**src/hw/rtl/qau_pkg.sv**
```systemverilog
// Shared types, command codes and fixed-point constants of the quaternion arithmetic unit.
package qau_pkg;

    localparam int unsigned DATA_W = 16;
    localparam int unsigned PROD_W = 2 * DATA_W;
    localparam int unsigned SUM_W  = PROD_W + 4;
    localparam int unsigned FRAC_W = 14;
    localparam int unsigned N_LANE = 4;
    localparam int unsigned N_TERM = 4;

    localparam logic [2:0] CMD_ADD    = 3'd0;
    localparam logic [2:0] CMD_SUB    = 3'd1;
    localparam logic [2:0] CMD_MUL    = 3'd2;
    localparam logic [2:0] CMD_SCALE  = 3'd3;
    localparam logic [2:0] CMD_CONJ   = 3'd4;
    localparam logic [2:0] CMD_MATRIX = 3'd5;

    localparam logic [1:0] COL_LAST = 2'd3;

    // 1.0 in Q2.14
    localparam logic [DATA_W-1:0] Q_ONE = 16'h4000;

    typedef struct packed {
        logic [2:0]               command;
        logic signed [DATA_W-1:0] a_x;
        logic signed [DATA_W-1:0] a_y;
        logic signed [DATA_W-1:0] a_z;
        logic signed [DATA_W-1:0] a_w;
        logic signed [DATA_W-1:0] b_x;
        logic signed [DATA_W-1:0] b_y;
        logic signed [DATA_W-1:0] b_z;
        logic signed [DATA_W-1:0] b_w;
        logic signed [DATA_W-1:0] factor;
    } t_req;

    typedef struct packed {
        logic signed [DATA_W-1:0] res_0;
        logic signed [DATA_W-1:0] res_1;
        logic signed [DATA_W-1:0] res_2;
        logic signed [DATA_W-1:0] res_3;
        logic                     last;
    } t_res;

    // One output lane: sum of signed products, optionally doubled, plus optional 1.0
    typedef struct packed {
        logic [N_TERM-1:0][DATA_W-1:0] m;
        logic [N_TERM-1:0][DATA_W-1:0] n;
        logic [N_TERM-1:0]             neg;
        logic                          dbl;
        logic                          one;
    } t_lane_op;

    typedef struct packed {
        logic emit;
        logic last;
        logic done;
    } t_dec_info;

endpackage

```
**src/hw/rtl/qau_lane.sv**
```systemverilog
// One result lane: four signed products, signed sum, round to nearest and saturate.
module qau_lane (
    input  qau_pkg::t_lane_op                  i_op,
    output logic signed [qau_pkg::DATA_W-1:0]  o_val
);
    import qau_pkg::*;

    localparam int unsigned RND_W = SUM_W - FRAC_W;
    localparam logic signed [SUM_W-1:0] HALF   = SUM_W'(1) <<< (FRAC_W - 1);
    localparam logic signed [SUM_W-1:0] ONE_Q  = SUM_W'(1) <<< (2 * FRAC_W);
    localparam logic signed [RND_W-1:0] SAT_HI = RND_W'(32767);
    localparam logic signed [RND_W-1:0] SAT_LO = -RND_W'(32768);

    logic signed [PROD_W-1:0] prod [N_TERM];
    logic signed [SUM_W-1:0]  acc;
    logic signed [SUM_W-1:0]  scaled;
    logic signed [SUM_W-1:0]  biased;
    logic signed [RND_W-1:0]  rounded;

    always_comb begin
        acc = '0;
        for (int k = 0; k < N_TERM; k++) begin
            prod[k] = $signed(i_op.m[k]) * $signed(i_op.n[k]);
            if (i_op.neg[k]) begin
                acc = acc - SUM_W'(prod[k]);
            end else begin
                acc = acc + SUM_W'(prod[k]);
            end
        end
        scaled  = i_op.dbl ? (acc <<< 1) : acc;
        biased  = scaled + (i_op.one ? ONE_Q : '0) + HALF;
        rounded = biased[SUM_W-1:FRAC_W];
        if (rounded > SAT_HI) begin
            o_val = SAT_HI[DATA_W-1:0];
        end else if (rounded < SAT_LO) begin
            o_val = SAT_LO[DATA_W-1:0];
        end else begin
            o_val = rounded[DATA_W-1:0];
        end
    end
endmodule

```
**config.mk**
```make
export PLATFORM = sky130hd
export DESIGN_NAME = qau_lane
export DESIGN_NICKNAME = d
export VERILOG_FILES = /design/src/hw/rtl/qau_pkg.sv /design/src/hw/rtl/qau_lane.sv
export SDC_FILE = /design/constraint.sdc
export NUM_CORES = 2
export LEC_CHECK = 0
export BUFFER_PORTS_ARGS = -buffer_cell sky130_fd_sc_hd__buf_2
export CORE_MARGIN = 3
export CORE_UTILIZATION = 55
export DETAILED_ROUTE_END_ITERATION = 10
export PLACE_DENSITY = 0.72
export REMOVE_ABC_BUFFERS = 1
export SLEW_MARGIN = 20
export SYNTH_ARGS = -nofsm -noshare
export SYNTH_HDL_FRONTEND = slang
export SYNTH_SLANG_ARGS = --single-unit
```
**constraint.sdc**
```tcl
create_clock -name vclk -period 61.9
set_clock_uncertainty 0.05 [all_clocks]
set_input_delay 12.38 -clock vclk [all_inputs]
set_output_delay 12.38 -clock vclk [all_outputs]
set_load 0.01 [all_outputs]
```
After elaboration in Yosys (flattened, before gate mapping)
Index checks and enable logic that the tools add are counted.
- bits in registers: 0
- input bits: 134
- output and inout bits: 16
- word-level logic and storage cells: 23
- $add $sub $neg: 9
- multiply operators: 4
- order comparisons: 2
- muxes and demuxes: 8
- operator list (cell ; count):
    $mux 36 ; 5
    $mul 16x16->32 ; 4
    $add 36x32->36 ; 3
    $sub 36x32->36 ; 3
    $add 36x14->36 const B ; 1
    $add 36x29->36 ; 1
    $sub 1x32->33 const A ; 1
    $mux 16 ; 2
    $mux 29 ; 1
    $gt 22x16->1 const B ; 1
    $lt 22x16->1 const B ; 1

Logic depth before layout (Yosys ltp)
- depth after elaboration: 15
- depth in mapped cells: 61
- depth with buffers taken out: 59

Least setup slack after synthesis
Ideal clock, no wire load.
- path kind: input to output
- start point: input i_op[76] (netlist bit)
- end point: output o_val[1] (netlist bit)
- arrival time: 24.416 ns
- data required time: 49.470 ns
- slack: 25.054 ns
- cell stages on the path: 53
- path buffers: 2
- cell sequence: clkbuf_1 nand2_1 fa_1 inv_1 fa_1 ha_1 fa_1 inv_1 fa_1 fa_1 inv_1 ha_1 o21ai_0 nor2_1 o21a_1 nor2_1 xnor2_1 or4_1 [... 17 more ...] a21oi_1 xnor2_1 ha_1 nand3_1 nor2_1 a221oi_1 o21ai_0 a21oi_2 o21ai_1 o21a_1 nor3_1 or3b_2 nor4b_4 nor3_1 mux2_4 o32ai_4 buf_8 o31ai_1
- cells in the longest elaborated chain, start to end: 15
- elaborated cells between the ends (all ways): 19
- classes of those cells: add/sub: 9; mul: 1; order compare: 2; mux: 7
- RTL lines (what ; line ; RTL):
    start: declaration ; qau_lane.sv:3 ; input qau_pkg::t_lane_op i_op,
    $mul 16x16->32 * ; qau_lane.sv:23 ; prod[k] = $signed(i_op.m[k]) * $signed(i_op.n[k]);
    $sub 1x32->33 ; qau_lane.sv:25 ; acc = acc - SUM_W'(prod[k]);
    $mux 36 * ; qau_lane.sv:24 ; if (i_op.neg[k]) begin
    $add 36x32->36 or $sub 36x32->36 (tied branches) ; qau_lane.sv:27, qau_lane.sv:25 ;
    $mux 36 * ; qau_lane.sv:24 ;
    $add 36x32->36 or $sub 36x32->36 (tied branches) ; qau_lane.sv:27, qau_lane.sv:25 ;
    $mux 36 * ; qau_lane.sv:24 ;
    $add 36x32->36 or $sub 36x32->36 (tied branches) ; qau_lane.sv:27, qau_lane.sv:25 ;
    $mux 36 * ; qau_lane.sv:24 ;
    $mux 36 * ; qau_lane.sv:30 ; scaled = i_op.dbl ? (acc <<< 1) : acc;
    $add 36x29->36 * ; qau_lane.sv:31 ; biased = scaled + (i_op.one ? ONE_Q : '0) + HALF;
    $add 36x14->36 * ; qau_lane.sv:31 ;
    $lt 22x16->1 ; qau_lane.sv:35 ; end else if (rounded < SAT_LO) begin
    $mux 16 ; qau_lane.sv:35 ;
    $mux 16 * ; qau_lane.sv:33 ; if (rounded > SAT_HI) begin
    end: declaration ; qau_lane.sv:4 ; output logic signed [qau_pkg::DATA_W-1:0] o_val
Mark *: on every way between the ends. The rest lies on a longest branch, timed or not.

Worst setup path after layout
- start point: input i_op[82] (netlist bit)
- end point: output o_val[6] (netlist bit)
The elaborated chain is that of the path after synthesis.

==> run summary <==
Slew @ Worst Pin: 1.01 ns
First-pass GRT wire length: 196 mm
# DRC: 0
Core area: 86900 um^2
Synth unique cells: 99
Gr ovfl total: 0
I/O Buffers: 150
Dpl cells: 6789
Area of the multi-input gates: 43200 um^2
Data required time of the critical path: 49.47 ns
Post-CTS setup buffers: 0
First-pass iteration count of the detailed router: 6
WL met2: 56.3 mm
Row count: 108
Share of the synthesized area in the top cell type: 43.5%
Layout cells sized above 1: 3.94%
Setup crit start kind: primary input
Post-Syn Area: 48300 um^2
DRT Wirelength: 116 mm
Most common cell in the netlist: inv_1
Syn_area_per_cell: 8.55 um^2
Critical path class: in2out
Slew margin rel.: 31.8%
Met1 WL: 50.3 mm
Slowest cell on crit path: o32ai_4
Hold Path End: o_val[14]
Final Non-Filler Cells: 6792
Initial antenna violation count: 3
Endpoint type of the worst setup path: output port
Post-route ant nets: 0
Top cells by area, synth: fa_1 43%, ha_1 11%, inv_1 9.2%
Worst path max stage delay: 0.71 ns
Routed length per placed instance: 17.1 um
Routed wl met3: 7.00 mm
Vias in the first global route: 39.1k
Post-cts hold buffer count: 0
Placement Setup Slack: 23.32 ns
Die W: 302 um
Max Used Layer: met4
Worst Hold Depth: 5
Synth warnings: 0
Cell taking the most area after synthesis: fa_1
Hold Startpoint: i_op[0]
Placer Congestion: 0.923
Final hold viol count: 0
Final setup fails: 0
Sequential share of the synthesized area: 0%
Top post-synthesis cells by count: 1181 x inv_1, 1050 x fa_1, 679 x nand2_1
Chip height: 302 um
Largest net degree at the start of global routing: 49
HPWL Detailed: 98.9 mm
Final setup margin: 23.13 ns
Initial Utilization: 55.6%
Top-level I/O count: 150
Synthesized instance count: 5653
Detailed Route Iter0 Violations: 2319
Worst Hold Class: in2out
CP dominant cell by count: fa_1
Area Growth Syn to Fin: 3.21%
RSZ-0062 raised after global routing: no
Vias per std cell: 5.57
Flip-flop and latch count: 0
Clock buffer cells: 0
Status: completed
Layout Nets: 7258
CP arrival: 26.34 ns
Peak Freq: 25.8 MHz
Die area: 91500 um^2
Slew Viols, Final: 0
Util after Layout: 57.4%
Crit Path Max Fanout: 16
Setup_tns: 0 ns
Tcrit/Tclk final: 62.6%
Max-cap violations: 0
Via count: 37.9k
Storage element area: 0 um^2
# resized after CTS: 0
Fill count: 7937
GRT Total Usage: 26.3%
Shortest period the worst path allows: 38.77 ns
cell type report:
| class | instances | share of cell area [%] |
|---|---|---|
| multi-input cells | 4301 | 86.7 |
| diodes | 3 | 0.0151 |
| inverters | 1182 | 8.90 |
| well taps | 1155 | 2.90 |
| repair buffers | 151 | 1.52 |
through the flow:
step	cell area, um^2	hold slack (ns)
after detailed placement	49900	25.42
after floorplan	47700	24.89
final	49900	25.41
after global routing	49900	25.45
after global placement	49900	25.40
after CTS	49900	25.42
how the worst max path moves through the flow:
stage | start | end | slack, ns | depth (start not counted)
floorplan | i_op[10] | o_val[1] | 25.20 | 50
global placement | i_op[76] | o_val[5] | 23.58 | 53
detailed placement | i_op[76] | o_val[5] | 23.32 | 53
CTS | i_op[76] | o_val[5] | 23.26 | 53
global route | i_op[82] | o_val[1] | 22.09 | 52
finish | i_op[82] | o_val[6] | 23.13 | 52
worst max-delay path: cells and delay by family:
kind                     cells  cell delay (ns)
XOR/XNOR                     3             0.63
adder cells (fa/ha/maj)     10             4.41
multiplexers                 1             0.32
buffers and inverters        6             0.73
AND/OR/NAND/NOR             12             2.86
AO/OA/AOI/OAI               20             4.99
layer usage:
layer  vias up  track usage [%]
li1      17500                -
met1     19100             37.5
met2      1157             44.8
met3       161             1.53
met4         0             5.15
met5         -                0
layout by cell type, fill, tap and decap left out, drive strengths merged, types with 64 or more instances in the layout:
master and count:
a21oi 205, nor2 218, nand2 680, fa 1050
buf 151, nand2b 79, xnor2 218, nor3 64
inv 1181, o21ai 137, and2 453, xor2 121
a21o 83, ha 438
cells by family after synthesis:
kind of cell	after synthesis	synth area share, %
mux	19	0.425
simple gates	1721	17.7
compound gates	733	10.3
buf+inv	1352	10.5
fa+ha+maj	1488	54.8
xor+xnor	340	6.19
Power is left out: the tool's default activity adds up to more than one toggle a clock period on the data nets, which glitch-free logic cannot reach.
