File: src/hw/rtl/qau_pkg.sv
// Shared types, command codes and fixed-point constants of the quaternion arithmetic unit.
package qau_pkg;

    localparam int unsigned DATA_W = 16;
    localparam int unsigned PROD_W = 2 * DATA_W;
    localparam int unsigned SUM_W  = PROD_W + 4;
    localparam int unsigned FRAC_W = 14;
    localparam int unsigned N_LANE = 4;
    localparam int unsigned N_TERM = 4;

    localparam logic [2:0] CMD_ADD    = 3'd0;
    localparam logic [2:0] CMD_SUB    = 3'd1;
    localparam logic [2:0] CMD_MUL    = 3'd2;
    localparam logic [2:0] CMD_SCALE  = 3'd3;
    localparam logic [2:0] CMD_CONJ   = 3'd4;
    localparam logic [2:0] CMD_MATRIX = 3'd5;

    localparam logic [1:0] COL_LAST = 2'd3;

    // 1.0 in Q2.14
    localparam logic [DATA_W-1:0] Q_ONE = 16'h4000;

    typedef struct packed {
        logic [2:0]               command;
        logic signed [DATA_W-1:0] a_x;
        logic signed [DATA_W-1:0] a_y;
        logic signed [DATA_W-1:0] a_z;
        logic signed [DATA_W-1:0] a_w;
        logic signed [DATA_W-1:0] b_x;
        logic signed [DATA_W-1:0] b_y;
        logic signed [DATA_W-1:0] b_z;
        logic signed [DATA_W-1:0] b_w;
        logic signed [DATA_W-1:0] factor;
    } t_req;

    typedef struct packed {
        logic signed [DATA_W-1:0] res_0;
        logic signed [DATA_W-1:0] res_1;
        logic signed [DATA_W-1:0] res_2;
        logic signed [DATA_W-1:0] res_3;
        logic                     last;
    } t_res;

    // One output lane: sum of signed products, optionally doubled, plus optional 1.0
    typedef struct packed {
        logic [N_TERM-1:0][DATA_W-1:0] m;
        logic [N_TERM-1:0][DATA_W-1:0] n;
        logic [N_TERM-1:0]             neg;
        logic                          dbl;
        logic                          one;
    } t_lane_op;

    typedef struct packed {
        logic emit;
        logic last;
        logic done;
    } t_dec_info;

endpackage

File: src/hw/rtl/qau_decode.sv
// Maps a request and matrix column onto the operand selection of the four lanes.
module qau_decode (
    input  qau_pkg::t_req                          i_req,
    input  logic [1:0]                             i_col,
    output qau_pkg::t_lane_op [qau_pkg::N_LANE-1:0] o_ops,
    output qau_pkg::t_dec_info                     o_info
);
    import qau_pkg::*;

    function automatic t_lane_op mk(
        input logic [DATA_W-1:0] m0, input logic [DATA_W-1:0] n0, input logic ng0,
        input logic [DATA_W-1:0] m1, input logic [DATA_W-1:0] n1, input logic ng1,
        input logic [DATA_W-1:0] m2, input logic [DATA_W-1:0] n2, input logic ng2,
        input logic [DATA_W-1:0] m3, input logic [DATA_W-1:0] n3, input logic ng3,
        input logic dbl, input logic one);
        t_lane_op op;
        op.m   = {m3, m2, m1, m0};
        op.n   = {n3, n2, n1, n0};
        op.neg = {ng3, ng2, ng1, ng0};
        op.dbl = dbl;
        op.one = one;
        return op;
    endfunction

    logic [DATA_W-1:0] ax, ay, az, aw, bx, by, bz, bw, f;
    logic [DATA_W-1:0] z0;

    assign ax = i_req.a_x;
    assign ay = i_req.a_y;
    assign az = i_req.a_z;
    assign aw = i_req.a_w;
    assign bx = i_req.b_x;
    assign by = i_req.b_y;
    assign bz = i_req.b_z;
    assign bw = i_req.b_w;
    assign f  = i_req.factor;
    assign z0 = '0;

    always_comb begin
        o_ops       = '0;
        o_info.emit = 1'b1;
        o_info.last = 1'b1;
        o_info.done = 1'b1;
        case (i_req.command)
            CMD_ADD, CMD_SUB: begin
                // pass through 1.0 multiplies so the lanes saturate the sums
                o_ops[0] = mk(ax, Q_ONE, 1'b0, bx, Q_ONE, i_req.command == CMD_SUB,
                              z0, z0, 1'b0, z0, z0, 1'b0, 1'b0, 1'b0);
                o_ops[1] = mk(ay, Q_ONE, 1'b0, by, Q_ONE, i_req.command == CMD_SUB,
                              z0, z0, 1'b0, z0, z0, 1'b0, 1'b0, 1'b0);
                o_ops[2] = mk(az, Q_ONE, 1'b0, bz, Q_ONE, i_req.command == CMD_SUB,
                              z0, z0, 1'b0, z0, z0, 1'b0, 1'b0, 1'b0);
                o_ops[3] = mk(aw, Q_ONE, 1'b0, bw, Q_ONE, i_req.command == CMD_SUB,
                              z0, z0, 1'b0, z0, z0, 1'b0, 1'b0, 1'b0);
            end
            CMD_MUL: begin
                o_ops[0] = mk(aw, bx, 1'b0, ax, bw, 1'b0, ay, bz, 1'b0, az, by, 1'b1,
                              1'b0, 1'b0);
                o_ops[1] = mk(aw, by, 1'b0, ay, bw, 1'b0, az, bx, 1'b0, ax, bz, 1'b1,
                              1'b0, 1'b0);
                o_ops[2] = mk(aw, bz, 1'b0, az, bw, 1'b0, ax, by, 1'b0, ay, bx, 1'b1,
                              1'b0, 1'b0);
                o_ops[3] = mk(aw, bw, 1'b0, ax, bx, 1'b1, ay, by, 1'b1, az, bz, 1'b1,
                              1'b0, 1'b0);
            end
            CMD_SCALE: begin
                o_ops[0] = mk(ax, f, 1'b0, z0, z0, 1'b0, z0, z0, 1'b0, z0, z0, 1'b0,
                              1'b0, 1'b0);
                o_ops[1] = mk(ay, f, 1'b0, z0, z0, 1'b0, z0, z0, 1'b0, z0, z0, 1'b0,
                              1'b0, 1'b0);
                o_ops[2] = mk(az, f, 1'b0, z0, z0, 1'b0, z0, z0, 1'b0, z0, z0, 1'b0,
                              1'b0, 1'b0);
                o_ops[3] = mk(aw, f, 1'b0, z0, z0, 1'b0, z0, z0, 1'b0, z0, z0, 1'b0,
                              1'b0, 1'b0);
            end
            CMD_CONJ: begin
                o_ops[0] = mk(ax, Q_ONE, 1'b1, z0, z0, 1'b0, z0, z0, 1'b0, z0, z0, 1'b0,
                              1'b0, 1'b0);
                o_ops[1] = mk(ay, Q_ONE, 1'b1, z0, z0, 1'b0, z0, z0, 1'b0, z0, z0, 1'b0,
                              1'b0, 1'b0);
                o_ops[2] = mk(az, Q_ONE, 1'b1, z0, z0, 1'b0, z0, z0, 1'b0, z0, z0, 1'b0,
                              1'b0, 1'b0);
                o_ops[3] = mk(aw, Q_ONE, 1'b0, z0, z0, 1'b0, z0, z0, 1'b0, z0, z0, 1'b0,
                              1'b0, 1'b0);
            end
            CMD_MATRIX: begin
                o_info.last = (i_col == COL_LAST);
                o_info.done = (i_col == COL_LAST);
                case (i_col)
                    2'd0: begin
                        o_ops[0] = mk(ay, ay, 1'b1, az, az, 1'b1, z0, z0, 1'b0,
                                      z0, z0, 1'b0, 1'b1, 1'b1);
                        o_ops[1] = mk(ax, ay, 1'b0, az, aw, 1'b1, z0, z0, 1'b0,
                                      z0, z0, 1'b0, 1'b1, 1'b0);
                        o_ops[2] = mk(ax, az, 1'b0, ay, aw, 1'b0, z0, z0, 1'b0,
                                      z0, z0, 1'b0, 1'b1, 1'b0);
                    end
                    2'd1: begin
                        o_ops[0] = mk(ax, ay, 1'b0, az, aw, 1'b0, z0, z0, 1'b0,
                                      z0, z0, 1'b0, 1'b1, 1'b0);
                        o_ops[1] = mk(ax, ax, 1'b1, az, az, 1'b1, z0, z0, 1'b0,
                                      z0, z0, 1'b0, 1'b1, 1'b1);
                        o_ops[2] = mk(ay, az, 1'b0, ax, aw, 1'b1, z0, z0, 1'b0,
                                      z0, z0, 1'b0, 1'b1, 1'b0);
                    end
                    2'd2: begin
                        o_ops[0] = mk(ax, az, 1'b0, ay, aw, 1'b1, z0, z0, 1'b0,
                                      z0, z0, 1'b0, 1'b1, 1'b0);
                        o_ops[1] = mk(ay, az, 1'b0, ax, aw, 1'b0, z0, z0, 1'b0,
                                      z0, z0, 1'b0, 1'b1, 1'b0);
                        o_ops[2] = mk(ax, ax, 1'b1, ay, ay, 1'b1, z0, z0, 1'b0,
                                      z0, z0, 1'b0, 1'b1, 1'b1);
                    end
                    default: begin
                        // homogeneous column: only the bottom entry is 1.0
                        o_ops[3].one = 1'b1;
                    end
                endcase
            end
            default: begin
                // unused codes: drop the request without a result
                o_info.emit = 1'b0;
            end
        endcase
    end
endmodule

File: config.mk
export PLATFORM = sky130hd
export DESIGN_NAME = qau_decode
export DESIGN_NICKNAME = d
export VERILOG_FILES = /design/src/hw/rtl/qau_pkg.sv /design/src/hw/rtl/qau_decode.sv
export SDC_FILE = /design/constraint.sdc
export NUM_CORES = 1
export LEC_CHECK = 0
export BUFFER_PORTS_ARGS = -buffer_cell sky130_fd_sc_hd__clkbuf_2
export CAP_MARGIN = 20
export CORE_AREA = 2 2 265 267
export DETAILED_ROUTE_END_ITERATION = 8
export DIE_AREA = 0 0 267 269
export RECOVER_POWER = 50
export SYNTH_ARGS = -nofsm -noshare
export SYNTH_HDL_FRONTEND = slang
export SYNTH_SLANG_ARGS = --single-unit
File: constraint.sdc
create_clock -name vclk -period 3.7
set_clock_uncertainty 0.15 [all_clocks]
set_input_delay 0.74 -clock vclk [all_inputs]
set_output_delay 0.74 -clock vclk [all_outputs]
set_load 0.02 [all_outputs]
Yosys cells after proc, flatten, opt, wreduce, memory -nomap -nowiden:

Cells that the tools add are included.

* register bits: 0
* logic and storage cells: 19
* input bits: 149

* multiplexer cells: 6
* reductions and logical operators: 5
* eq/ne operators: 8

Operators with widths (count)
* one-hot mux 403 bit (5 select lines): 1
* one-hot mux 370 bit (3 select lines): 1
* one-hot mux 133 bit (4 select lines): 1
* == test 3 x 2 -> 1 bit (second input constant): 2
* == test 3 bit (second input constant): 2
* OR reduction 6 bit: 1
* == test 2 bit (second input constant): 2
* == test 3 x 1 -> 1 bit (second input constant): 1
* logical NOT 3 bit: 1
* OR reduction 3 bit: 1
* == test 2 x 1 -> 1 bit (second input constant): 1
* logical NOT 2 bit: 1
* two-way mux 1 bit: 2
* two-way mux 2 bit: 1
* OR reduction 2 bit: 1

Depth between registers and ports, before layout:

* depth in word-level cells: 4
* depth in mapped cells: 8
* depth with buffers taken out: 5

Worst setup path after synthesis:

No wires, ideal clock.

* kind: input -> output
* start: in i_col[0]
* end: out o_ops[27] (netlist bit)
* setup slack: 0.618 ns
* arrival time: 2.192 ns
* path buffers: 3
* stages: 7
* cell sequence: inv_1 > ha_1 > buf_2 > buf_2 > clkbuf_1 > a22oi_1 > o21ai_0

RTL lines
* start: declaration: line qau_decode.sv:4 `input logic [1:0] i_col,`
* end: declaration: line qau_decode.sv:5 `output qau_pkg::t_lane_op [qau_pkg::N_LANE-1:0] o_ops,`

==> results.toml <==
[route]
drcViolationCount = 0
drt-total-wl_um = 70750
wl_per_cell_um = 26.83
firstDrtPassIters = 6
drt-initial-drc-count = 1181
vias = 12130
vias_per_cell = 4.598
ant_nets = 0

[placed_design]
gp_congestion = 0.7946
placed_area_mm2 = 0.01127
hpwl_um = 57830
port_buffers = 683

[critical_path]
cp_max_fo = 17
worstPathRequired_ps = 2810
arrival_ps = 2710
critPathBufInv = 4
critPathKind = "input pin to output pin"
crit_top_cell = "clkbuf_2"
end_kind = "output pin"
path_cells = "clkbuf_2 -> buf_4 -> nand2b_2 -> clkbuf_2 -> o21ai_0 -> clkbuf_2"
critPathTopFamily = "buffers and inverters"
crit_slowest_cell = "nand2b_2"
critPathMaxStageDelay_ps = 430
startpoint_type = "input pin"

[floorplanning]
die_h_um = 269
rows = 97
die-area_mm2 = 0.07182
core_mm2 = 0.06930
die_w_um = 267
ios = 688
start_util_pct = 10.67

[sta]
rsz0062_at_grt = "false"
hold_viol_final = 0
period_minus_slack_ps = 3597
fmax_mhz = 278.0
hold-worst-slack_ps = 1673
worstMarginPinSlew_ps = 795.2
setup-tns-final_ps = 0
min_period_over_period_pct = 97.22
drv_slew = 0
max_slew_margin_pct = 46.93
setup_viol = 0

[global_routing]
grt_pass1_vias = 10450
gr-total-overflow = 0
antenna_found_initial = 9
track_usage_pct = 18.14
grt_pass1_wl_um = 90760
grt_max_degree = 83

[yosys]
synth_top_cells_by_count = "204 x and2_1, 133 x o21ai_0, 119 x buf_4, 117 x nand2_1, 109 x a22oi_1"
synth.most_common_cell = "and2_1"
ys_seq_area_share_pct = 0
yosys_warnings = 0
yosys-top-cells-area = "and2_1 17%, buf_4 12%, a22oi_1 11%, o21ai_0 9.0%, mux2i_1 6.1%"
synth_top_area_share_pct = 17.26
ys_types = 43
syn_area_per_cell_um2 = 6.201
netlist_area_mm2 = 0.007392
syn_inst = 1192
synth_top_area_cell = "and2_1"

[pwr]
vdd_ir_drop_max_mv = 0.05904
power_mw = 1.749
p_per_area_mw_per_mm2 = 158.7
p_leak_nw = 5.174

[layout]
seq_cells = 0
final_area_mm2 = 0.01102
n_clock_buffer = 0
fin_nets = 1841
final_util_pct = 15.90
drive_gt1_share_pct = 35.25
register_area_um2 = 0
area_growth_pct = 49.05

[clock_network]
cts_resized = 0
cts_setup_buffers = 0
hold_buffers = 0

[worst_hold_path]
hold_path.class = "input pin to output pin"

[outcome]
status = "finished clean"

[job]
cap_viol_max_count = 0
## metal layers
metal | part of all wire (%) | GRT usage [%]
met5 | 0.076 | 0
met4 | 2.9 | 4.176
met3 | 8.9 | 3.626
met2 | 42 | 27.90
met1 | 46 | 25.78
## report_power, final
part	switching (mW)	total, mW	internal, mW
Combinational	1.24	1.75	0.512
Clock	0	0.0000000344	0.0000000344
Sequential	0	0	0
Total	1.24	1.75	0.512
## placed cells by master (no fill, tap or decap), types with 4 or more instances in the layout
cell	n
a21boi_0	13
o21ai_0	134
buf_12	13
a21oi_1	43
clkbuf_2	516
conb_1	5
nand2_1	117
o211ai_1	18
and2_0	50
nand3_1	19
o2bb2ai_1	9
a2bb2oi_1	32
clkbuf_1	174
nor2_1	9
o21a_1	7
o22ai_1	68
inv_1	10
a22oi_1	109
diode_2	12
and2_1	154
a222oi_1	6
buf_4	49
nand3b_1	7
a221o_1	9
mux2i_1	45
and3_1	4
a21o_1	30
## tightest hold or removal path: cells and delay by family
| family | cells | cell delay (ps) |
|---|---|---|
| buffers and inverters | 2 | 250 |
| AOI/OAI and AO/OA | 1 | 100 |
## cell families (layout without fill, tap and decap cells)
logic type	count (synthesis)	count (layout)	synth area share [%]
other	1	17	0.05073
and+or+nand+nor	378	378	27.96
AOI/OAI and AO/OA	487	487	43.55
muxes	45	45	6.093
adders and majority gates	5	5	0.8463
buffers and inverters	276	765	21.50
## final timing paths
kind                    from    endpoint  slack, ps  depth (start not counted)
hold / removal     i_req[19]  o_ops[491]       1670                          3
setup / recovery  i_req[146]  o_ops[416]        100                          6
## per-stage QoR
stage / setup WS (ps) / instances
after detailed placement: 168.2 / 2625
final: 102.8 / 2637
after floorplan: 618.0 / 1196
after global routing: 17.72 / 2625
after global placement: 192.4 / 2625
after CTS: 157.3 / 2625
## layout make-up
type | count | area (µm²)
fill | 8139 | 58280
antenna | 12 | 30.03
inverter | 10 | 37.54
timing repair buffer | 755 | 3894
tap | 940 | 1176
multi-input combinational | 920 | 5881
Power figures use the tool's default switching activity.
